### src/hdl/rau_pkg.sv
`default_nettype none
package rau_pkg;
  typedef enum logic [2:0] {
    CMD_ADD = 3'd0, CMD_SUB = 3'd1, CMD_MUL = 3'd2, CMD_DIV = 3'd3,
    CMD_NEG = 3'd4, CMD_INV = 3'd5, CMD_ABS = 3'd6, CMD_PASS = 3'd7
  } cmd_t;

  typedef enum logic [3:0] {
    ST_IDLE, ST_MUL0, ST_MUL1, ST_MUL2, ST_COMBINE, ST_GCD_START, ST_GCD_WAIT,
    ST_Q0_START, ST_Q0_WAIT, ST_Q1_START, ST_Q1_WAIT, ST_DONE
  } state_t;
endpackage
`default_nettype wire

### src/hdl/rau_if.sv
`default_nettype none
interface rau_in_if;
  logic        valid;
  logic        ready;
  logic [2:0]  cmd;
  logic [31:0] a_num;
  logic [31:0] a_den;
  logic [31:0] b_num;
  logic [31:0] b_den;
  modport source (output valid, cmd, a_num, a_den, b_num, b_den, input ready);
  modport sink (input valid, cmd, a_num, a_den, b_num, b_den, output ready);
endinterface

interface rau_out_if;
  logic        valid;
  logic        ready;
  logic [31:0] r_num;
  logic [31:0] r_den;
  logic        zero_gcd;
  modport source (output valid, r_num, r_den, zero_gcd, input ready);
  modport sink (input valid, r_num, r_den, zero_gcd, output ready);
endinterface
`default_nettype wire

### src/hdl/rau_divider.sv
`default_nettype none
// Restoring signed divider, one quotient bit per cycle. Truncating
// quotient and remainder, wrapped at W bits. Divisor must be nonzero.
module rau_divider #(
  parameter int W = 32
) (
  input  wire logic         clk,
  input  wire logic         rst,
  input  wire logic         start,
  input  wire logic [W-1:0] dividend,
  input  wire logic [W-1:0] divisor,
  output logic              done,
  output logic [W-1:0]      quot,
  output logic [W-1:0]      rem
);
  localparam int CW = $clog2(W + 1);

  logic          busy;
  logic [W-1:0]  q_reg;
  logic [W-1:0]  r_reg;
  logic [W-1:0]  d_mag;
  logic          neg_q;
  logic          neg_r;
  logic [CW-1:0] count;
  logic [W:0]    trial;
  logic [W:0]    shifted;

  assign shifted = {r_reg, q_reg[W-1]};
  assign trial   = shifted - {1'b0, d_mag};

  always_ff @(posedge clk) begin
    if (rst) begin
      busy  <= 1'b0;
      done  <= 1'b0;
      count <= '0;
    end else begin
      done <= 1'b0;
      if (start) begin
        busy  <= 1'b1;
        count <= CW'(W);
        q_reg <= dividend[W-1] ? (~dividend + 1'b1) : dividend;
        d_mag <= divisor[W-1] ? (~divisor + 1'b1) : divisor;
        r_reg <= '0;
        neg_q <= dividend[W-1] ^ divisor[W-1];
        neg_r <= dividend[W-1];
      end else if (busy) begin
        if (!trial[W]) begin
          r_reg <= trial[W-1:0];
          q_reg <= {q_reg[W-2:0], 1'b1};
        end else begin
          r_reg <= shifted[W-1:0];
          q_reg <= {q_reg[W-2:0], 1'b0};
        end
        count <= count - 1'b1;
        if (count == CW'(1)) begin
          busy <= 1'b0;
          done <= 1'b1;
        end
      end
    end
  end

  assign quot = neg_q ? (~q_reg + 1'b1) : q_reg;
  assign rem  = neg_r ? (~r_reg + 1'b1) : r_reg;
endmodule
`default_nettype wire

### src/hdl/rational_arithmetic_unit.sv
`default_nettype none
// Binary ops use multiply states MUL0, MUL1 and (add, sub) MUL2, then gcd
// rounds and quotient divisions in the shared serial divider. Unary ops go
// straight to the done state. One transaction at a time; with no output
// stall, the divider's one quotient bit per cycle sets the binary-op rate.
// Reset: synchronous active-high rst clears the sequencer and output valid.
module rational_arithmetic_unit #(
  parameter int WORD_BITS = 32
) (
  input wire logic clk,
  input wire logic rst,
  rau_in_if.sink   in_ch,
  rau_out_if.source out_ch
);
  import rau_pkg::*;
  localparam int W = WORD_BITS;

  state_t state, state_next;
  logic [W-1:0] an, ad, bn, bd;
  cmd_t         cmd_reg;
  logic [W-1:0] p0, p1, p2;
  logic [W-1:0] n_reg, d_reg, x_reg, y_reg;
  logic [W-1:0] r_num_reg, r_den_reg;
  logic         zf_reg, out_valid;
  logic [W-1:0] m_a, m_b, m_p;
  logic [W-1:0] dv_a, dv_b, dv_q, dv_r;
  logic         div_start;
  logic         div_done;

  function automatic logic [W-1:0] sx(input logic [31:0] v);
    logic [63:0] e;
    e = {{32{v[31]}}, v};
    return e[W-1:0];
  endfunction

  function automatic logic [31:0] to32(input logic [W-1:0] v);
    logic [63:0] e;
    e = {{(64-W){v[W-1]}}, v};
    return e[31:0];
  endfunction

  // one shared multiplier, wrapped product
  always_comb begin
    m_a = an;
    m_b = bd;
    case (state)
      ST_MUL0: begin m_a = (cmd_reg == CMD_MUL) ? an : an;
                     m_b = (cmd_reg == CMD_MUL) ? bn : bd; end
      ST_MUL1: begin m_a = ad; m_b = (cmd_reg == CMD_DIV) ? bn : bd; end
      ST_MUL2: begin m_a = bn; m_b = ad; end
      default: begin m_a = an; m_b = bd; end
    endcase
  end
  assign m_p = W'(m_a * m_b);

  assign in_ch.ready = (state == ST_IDLE) && !out_valid;

  always_comb begin
    div_start = (state == ST_GCD_START) || (state == ST_Q0_START) ||
                (state == ST_Q1_START);
    dv_a = x_reg;
    dv_b = y_reg;
    case (state)
      ST_Q0_START: begin dv_a = n_reg; dv_b = x_reg; end
      ST_Q1_START: begin dv_a = d_reg; dv_b = x_reg; end
      default: begin dv_a = x_reg; dv_b = y_reg; end
    endcase
  end

  rau_divider #(.W(W)) u_div (
    .clk(clk), .rst(rst), .start(div_start), .dividend(dv_a), .divisor(dv_b),
    .done(div_done), .quot(dv_q), .rem(dv_r)
  );

  always_comb begin
    state_next = state;
    case (state)
      ST_IDLE: if (in_ch.valid && in_ch.ready) begin
        state_next = (in_ch.cmd <= 3'(CMD_DIV)) ? ST_MUL0 : ST_DONE;
      end
      ST_MUL0: state_next = ST_MUL1;
      ST_MUL1: state_next = (cmd_reg == CMD_ADD || cmd_reg == CMD_SUB) ? ST_MUL2
                                                                       : ST_COMBINE;
      ST_MUL2: state_next = ST_COMBINE;
      ST_COMBINE: state_next = ST_GCD_START;
      ST_GCD_START: state_next = (y_reg == '0) ? ST_Q0_START : ST_GCD_WAIT;
      ST_GCD_WAIT: if (div_done) state_next = ST_GCD_START;
      ST_Q0_START: state_next = (x_reg == '0) ? ST_DONE : ST_Q0_WAIT;
      ST_Q0_WAIT: if (div_done) state_next = ST_Q1_START;
      ST_Q1_START: state_next = ST_Q1_WAIT;
      ST_Q1_WAIT: if (div_done) state_next = ST_DONE;
      ST_DONE: state_next = ST_IDLE;
      default: state_next = ST_IDLE;
    endcase
  end

  always_ff @(posedge clk) begin
    if (rst) begin
      state     <= ST_IDLE;
      out_valid <= 1'b0;
    end else begin
      state <= state_next;
      if (out_valid && out_ch.ready) out_valid <= 1'b0;
      case (state)
        ST_IDLE: if (in_ch.valid && in_ch.ready) begin
          cmd_reg <= cmd_t'(in_ch.cmd);
          an <= sx(in_ch.a_num);
          ad <= sx(in_ch.a_den);
          bn <= sx(in_ch.b_num);
          bd <= sx(in_ch.b_den);
          zf_reg <= 1'b0;
        end
        ST_MUL0: p0 <= m_p;
        ST_MUL1: p1 <= m_p;
        ST_MUL2: p2 <= m_p;
        ST_COMBINE: begin
          case (cmd_reg)
            CMD_ADD: n_reg <= p0 + p2;
            CMD_SUB: n_reg <= p0 - p2;
            default: n_reg <= p0;
          endcase
          d_reg <= p1;
          x_reg <= (cmd_reg == CMD_ADD) ? p0 + p2 :
                   (cmd_reg == CMD_SUB) ? p0 - p2 : p0;
          y_reg <= p1;
        end
        ST_GCD_WAIT: if (div_done) begin
          x_reg <= y_reg;
          y_reg <= dv_r;
        end
        ST_Q0_START: if (x_reg == '0) begin
          n_reg  <= '0;
          d_reg  <= '0;
          zf_reg <= 1'b1;
        end
        ST_Q0_WAIT: if (div_done) n_reg <= dv_q;
        ST_Q1_WAIT: if (div_done) d_reg <= dv_q;
        ST_DONE: begin
          out_valid <= 1'b1;
          case (cmd_reg)
            CMD_NEG: begin r_num_reg <= W'(~an + 1'b1); r_den_reg <= ad; end
            CMD_INV: begin r_num_reg <= ad; r_den_reg <= an; end
            CMD_ABS: begin
              r_num_reg <= an[W-1] ? W'(~an + 1'b1) : an;
              r_den_reg <= ad[W-1] ? W'(~ad + 1'b1) : ad;
            end
            CMD_PASS: begin r_num_reg <= an; r_den_reg <= ad; end
            default: begin r_num_reg <= n_reg; r_den_reg <= d_reg; end
          endcase
        end
        default: ;
      endcase
    end
  end

  assign out_ch.valid    = out_valid;
  assign out_ch.r_num    = to32(r_num_reg);
  assign out_ch.r_den    = to32(r_den_reg);
  assign out_ch.zero_gcd = zf_reg;
endmodule
`default_nettype wire

### src/flat_wrapper.sv
// flat-port wrapper written by rule: the top's interface ports become plain ports
module rational_arithmetic_unit_flat import rau_pkg::*;
#(
  parameter int WORD_BITS = 32
)
  (clk, rst, in_ch_valid, in_ch_cmd, in_ch_a_num, in_ch_a_den, in_ch_b_num, in_ch_b_den, in_ch_ready, out_ch_valid, out_ch_r_num, out_ch_r_den, out_ch_zero_gcd, out_ch_ready);
  rau_in_if in_ch_i ();
  rau_out_if out_ch_i ();
  input wire logic clk;
  input wire logic rst;
  input wire logic [$bits(in_ch_i.valid)-1:0] in_ch_valid;
  input wire logic [$bits(in_ch_i.cmd)-1:0] in_ch_cmd;
  input wire logic [$bits(in_ch_i.a_num)-1:0] in_ch_a_num;
  input wire logic [$bits(in_ch_i.a_den)-1:0] in_ch_a_den;
  input wire logic [$bits(in_ch_i.b_num)-1:0] in_ch_b_num;
  input wire logic [$bits(in_ch_i.b_den)-1:0] in_ch_b_den;
  output wire logic [$bits(in_ch_i.ready)-1:0] in_ch_ready;
  output wire logic [$bits(out_ch_i.valid)-1:0] out_ch_valid;
  output wire logic [$bits(out_ch_i.r_num)-1:0] out_ch_r_num;
  output wire logic [$bits(out_ch_i.r_den)-1:0] out_ch_r_den;
  output wire logic [$bits(out_ch_i.zero_gcd)-1:0] out_ch_zero_gcd;
  input wire logic [$bits(out_ch_i.ready)-1:0] out_ch_ready;
  assign in_ch_i.valid = in_ch_valid;
  assign in_ch_i.cmd = in_ch_cmd;
  assign in_ch_i.a_num = in_ch_a_num;
  assign in_ch_i.a_den = in_ch_a_den;
  assign in_ch_i.b_num = in_ch_b_num;
  assign in_ch_i.b_den = in_ch_b_den;
  assign in_ch_ready = in_ch_i.ready;
  assign out_ch_valid = out_ch_i.valid;
  assign out_ch_r_num = out_ch_i.r_num;
  assign out_ch_r_den = out_ch_i.r_den;
  assign out_ch_zero_gcd = out_ch_i.zero_gcd;
  assign out_ch_i.ready = out_ch_ready;
  rational_arithmetic_unit #(.WORD_BITS(WORD_BITS)) u_core (.clk(clk), .rst(rst), .in_ch(in_ch_i), .out_ch(out_ch_i));
endmodule
### config.mk
export PLATFORM = sky130hd
export DESIGN_NAME = rational_arithmetic_unit_flat
export DESIGN_NICKNAME = d
export VERILOG_FILES = /design/src/hdl/rau_pkg.sv /design/src/hdl/rau_if.sv /design/src/hdl/rau_divider.sv /design/src/hdl/rational_arithmetic_unit.sv /design/src/flat_wrapper.sv
export SDC_FILE = /design/constraint.sdc
export NUM_CORES = 2
export LEC_CHECK = 0
export BUFFER_PORTS_ARGS = -buffer_cell sky130_fd_sc_hd__clkbuf_2
export CAP_MARGIN = 10
export CORE_ASPECT_RATIO = 1.5
export CORE_UTILIZATION = 45
export CTS_CLUSTER_DIAMETER = 50
export DETAILED_ROUTE_END_ITERATION = 8
export GPL_ROUTABILITY_DRIVEN = 0
export GPL_TIMING_DRIVEN = 0
export PLACE_DENSITY = 0.67
export SLEW_MARGIN = 40
export SYNTH_ARGS = -nofsm -noshare
export SYNTH_HDL_FRONTEND = slang
export SYNTH_HIERARCHICAL = 1
export SYNTH_SLANG_ARGS = --single-unit
### constraint.sdc
create_clock -name clk -period 18.69 [get_ports clk]
set_input_delay 4.6725 -clock clk [delete_from_list [all_inputs] [get_ports clk]]
set_output_delay 4.6725 -clock clk [all_outputs]
set_load 0.02 [all_outputs]
# After elaboration in Yosys (flattened, before gate mapping)

Index checks and enable logic that the tools add are counted.

Bits in registers: 531
Word-level logic and storage cells: 155

Add/sub/neg operators: 10
$mul: 1
Magnitude comparators: 1
Equal/unequal tests: 24
Mux-type cells: 50
Bitwise logic cells: 9
Reductions and logical operators: 33

Operators with widths:

| cell                                                | number |
|---|---|
| two-way mux 32 bit                                  | 18 |
| case mux 32 bit (3 select lines)                    | 4 |
| case mux 32 bit (2 select lines)                    | 5 |
| adder 32 x 1 -> 32 bit, second input constant       | 6 |
| inverter 32 bit                                     | 6 |
| case mux 32 bit (4 select lines)                    | 1 |
| logical NOT 32 bit                                  | 2 |
| case mux 4 bit (11 select lines)                    | 1 |
| subtractor 33 x 32 -> 33 bit                        | 1 |
| adder 32 bit                                        | 1 |
| multiplier 32 x 32 -> 32 bit                        | 1 |
| subtractor 32 bit                                   | 1 |
| two-way mux 31 bit                                  | 1 |
| two-way mux 4 bit                                   | 5 |
| equality test 4 x 3 -> 1 bit, second input constant | 4 |
| equality test 4 bit, second input constant          | 4 |
| AND reduction 4 bit                                 | 4 |
| equality test 3 bit, second input constant          | 4 |
| two-way mux 6 bit                                   | 2 |
| AND reduction 2 bit                                 | 6 |
| two-way mux 1 bit                                   | 10 |
| inequality test 2 bit, second input constant        | 5 |
| equality test 4 x 2 -> 1 bit, second input constant | 2 |
| nonzero test 2 bit                                  | 4 |
| 20 further kinds                                    | 30 |

# Longest topological paths before layout

Depth in word-level cells: 6
Mapped depth: 36
Mapped depth without buffers: 31

# Cells and area by module

Netlist, hierarchy kept.

Modules (own cells, without submodules):

| module                   | instances | cells each | area each (um2) | seq. area each (um2) |
|---|---|---|---|---|
| rational_arithmetic_unit | 1         | 3949       | 38493.2         | 12712.2 |
| rau_divider              | 1         | 914        | 8386.8          | 3103.0 |

# Worst setup path after synthesis

OpenSTA, ideal clock, no wires.

Path kind: input to register
Start point: input in_ch_valid
End point: register u_core.ad[0] (enable)
Setup time: 782 ps
Arrival: 13759 ps
Path slack: 4149 ps
Cell stages on the path: 3
Buffers on the path: 0
Cells stage by stage: nor2b_1 nand2_1 nor3_1

Cells in the longest elaborated chain, start to end: 2

Ends and longest elaborated chain:

| what                          | RTL line                        | RTL |
|---|---|---|
| start: declaration            | flat_wrapper.sv:11              | `input wire logic [$bits(in_ch_i.valid)-1:0] in_ch_valid;` |
| logical AND 1 bit             | rational_arithmetic_unit.sv:105 | `ST_IDLE: if (in_ch.valid && in_ch.ready) begin` |
| AND reduction 3 bit (no line) | --                              |  |
| end signal: assignment        | rational_arithmetic_unit.sv:108 | `ad <= sx(in_ch.a_den);` |
| end: declaration              | rational_arithmetic_unit.sv:19  | `logic [W-1:0] an, ad, bn, bd;` |

Every way passes these cells.
A chain may end at the register's enable or synchronous reset.

# Worst setup path in the final report

Start point: register u_core.state[1]
End point: register u_core.p0[31] (data pin)

Cells in the longest elaborated chain, start to end: 3
Elaborated cells between the ends (all ways): 6

Ends and longest elaborated chain:

| what                                                                                        | RTL line                        | RTL |
|---|---|---|
| start: declaration                                                                          | rational_arithmetic_unit.sv:18  | `state_t state, state_next;` |
| start signal: assignment                                                                    | rational_arithmetic_unit.sv:102 | `state <= state_next;` |
| equality test 4 x 2 -> 1 bit / equality test 4 x 1 -> 1 bit (equally long branches)         | --                              |  |
| case mux 32 bit (3 select lines) / case mux 32 bit (2 select lines) (equally long branches) | rational_arithmetic_unit.sv:46  | `case (state)` |
| multiplier 32 x 32 -> 32 bit *                                                              | rational_arithmetic_unit.sv:54  | `assign m_p = W'(m_a * m_b);` |
| via u_core.m_p[31]                                                                          | rational_arithmetic_unit.sv:25  | `logic [W-1:0] m_a, m_b, m_p;` |
| end signal: assignment                                                                      | rational_arithmetic_unit.sv:113 | `ST_MUL0: p0 <= m_p;` |
| end: declaration                                                                            | rational_arithmetic_unit.sv:21  | `logic [W-1:0] p0, p1, p2;` |

Mark *: on every way through the listed nets, which the timed path passes. The rest lies on a longest branch.

==> results by group <==
Detailed routing
  – DR vias/cell: 6.11
  – Initial DRC Count: 4725
  – Via Count: 40580
  – Top routing layer in use: met5
  – Post-route DRC: 0
  – DR pass1 iterations: 8
  – Met3 wire length: 18.3 mm
  – Drt total wl: 181 mm
  – Drt wl/cell: 27.3 µm
  – Met1 wire length: 56.0 mm
  – DRT antenna net count: 0
  – Metal2 WL: 83.5 mm

Global routing
  – First-pass GRT wire length: 262 mm
  – Global route overflow: 0
  – Largest net degree at the start of global routing: 37
  – Initial antenna violation count: 11
  – Total GRT Usage: 34.4%
  – Vias in the first global route: 40854

Logic synthesis
  – Mapped Area: 46900 µm²
  – Post-Syn Instances: 4863
  – Number of synthesized flops with an enable pin: 518
  – Syn_area_per_cell: 9.64 µm²
  – Yosys cell types: 98
  – Post-synthesis sequential area ratio: 33.7%
  – Total of warnings raised by yosys: 6
  – Syn_nets: 5635
  – Async S/R FF share, synth: 0%
  – Predominant post-synthesis flop cell: edfxtp_1
  – Register bit total from synthesis: 531

Floorplanning
  – Die area: 105000 µm²
  – Top Ports: 202
  – Die W: 266 µm
  – Core region area: 103000 µm²
  – Initial Utilization: 45.5%
  – Chip height: 397 µm
  – Row count: 144

STA
  – Max-slew headroom: 32.2%
  – Final Max Slew Viols: 0
  – Skew final: 0.0623 ns
  – Final setup violation count: 0
  – Fin crit share: 65.4%
  – TNS Setup: 0 ns
  – Fmax: 81.8 MHz
  – RSZ-0062 raised after global routing: false
  – Worst-Margin Slew: 1.01 ns
  – Final period demand of the worst path: 12.23 ns
  – Endpoints failing hold: 0

Critical path
  – WP buf/inv: 11
  – Crit path max fanout: 10
  – CP required: 19.03 ns
  – Critical Path Sink Type: flop
  – WS Path Type: flop to flop
  – Most frequent CP cell: fa_1
  – Critical-path top delay cell: buf_1
  – FF-to-FF Start: u_core/state[1]
  – CP delay by family, top: adder cells
  – Crit start category: flop
  – Worst Setup SP: u_core/state[1]
  – CP peak stage delay: 0.64 ns
  – Arrival @ worst endpoint: 12.57 ns

Cells and area
  – Core Util, Final: 50.9%
  – Number of fill cells in the layout: 9553
  – Area growth syn-to-layout: 11.9%
  – Share of cells above drive strength 1: 10.8%
  – Final nets: 5971
  – FF/Latch Area: 15800 µm²
  – Multi-input gate area: 28400 µm²
  – Most common cell after layout, fill and taps aside: nor2_1
  – Most frequent cells in the layout: nor2_1, nand2_1, inv_1

Clock tree
  – Worst skew pair latency: 0.68 ns
  – CTS Buf Count: 56
  – Post-CTS Hold Fix Bufs: 0
  – Cts repair resizes: 0
  – Clk slew on worst S/H paths: 0.06 ns
  – Post-CTS setup buffers: 0
  – Htree depth: 2
  – Clock Sinks: 531
  – CTS tree: built
  – CTS max path bufs: 3
  – Root Buffer: clkbuf_16

Run status
  – Outcome: completed

Min path
  – Worst Hold Launch: u_core/u_div/count[0]
  – Worst hold path class: flop to flop

Placement
  – DP Wirelength: 145 mm
  – IO buf count: 201

Flow run
  – Max cap viols: 0
## cells in the mapped netlist, types with 9 or more instances
library cell  instances  area (µm²)
a21oi_1             248        1240
buf_1                28         105
a22oi_1              66         495
nor2_1              646        2420
o211ai_1             13        97.6
or4_1                33         248
xnor2_1             191        1670
nand2_1             565        2120
and3_1               12        75.1
o221ai_1             12         105
o22ai_1              35         219
a211oi_1             16         120
clkbuf_1            198         743
dfxtp_1              13         260
or3_1                30         188
o41ai_1              19         166
or4_4                 9         101
xor2_1               89         780
a31oi_1              20         125
a221oi_1             52         455
inv_1               529        1990
nor3_1               55         275
edfxtp_1            518       15600
buf_2                 9        45.0
o31ai_1              54         405
fa_1                411        8230
ha_1                226        2830
a21o_1               62         465
o21bai_1             26         195
mux2i_1              67         671
a22o_1               49         429
nand3_1              30         150
mux2_2               40         450
and2_1               13        81.3
nand4_1              10        62.6
o21ai_0             153         766
or2_2                28         175
a222oi_1             16         160
a221o_1              14         140
nor4_1               37         231
o21a_1               23         173
nor2b_1              20         125
nand2b_1             43         269
## stage by stage
step                      hold WS [ns]  setup slack, ns  cells  cell area, µm²
after floorplan                  0.461             4.15   4863           46900
after global placement           0.473            0.343   6451           49600
after detailed placement         0.484             6.82   6527           50500
after CTS                        0.494             6.76   6630           52300
after global routing             0.525             6.24   6635           52400
final                            0.490             6.46   6638           52400
## worst min-delay path, cell delays in order, from the launching register on
cell     delay (ns)
dfxtp_1        0.33
nand2_1        0.06
a21oi_1        0.05
## cells by family after synthesis
logic type | Yosys count | synth area share [%]
AOI/OAI and AO/OA | 958 | 13.8
xor gates and xnor gates | 283 | 5.38
adders and majority gates | 637 | 23.6
buffers and inverters | 785 | 6.59
DFF | 531 | 33.7
muxes | 107 | 2.39
and+or+nand+nor | 1562 | 14.5
## final timing paths
path | end | slack [ns] | cells past startpoint
setup / recovery | u_core/p0[31] | 6.46 | 34
hold / removal | u_core/u_div/count[0] | 0.49 | 2
setup reg to reg | u_core/p0[31] | 6.46 | 34
hold reg to reg | u_core/u_div/count[0] | 0.49 | 2
## per-layer routing
layer | vias up | global-route usage, %
met4 | 10 | 36.3
met1 | 19500 | 34.6
met3 | 999 | 8.94
met2 | 2704 | 55.8
met5 | - | 0.321
li1 | 17367 | -
## cell type report
type	count	share of cell area [%]
timing repair buffer	278	3.02
sequential	531	30.2
antenna	7	0.0334
tap	1387	3.31
multi-input combinational	3547	54.1
clock buffer	60	2.70
buffer	251	2.09
inverter	534	3.82
clock inverter	43	0.749
Power is not shown: default switching activity piles up to over one toggle a cycle in this logic, so the estimate is an artifact.
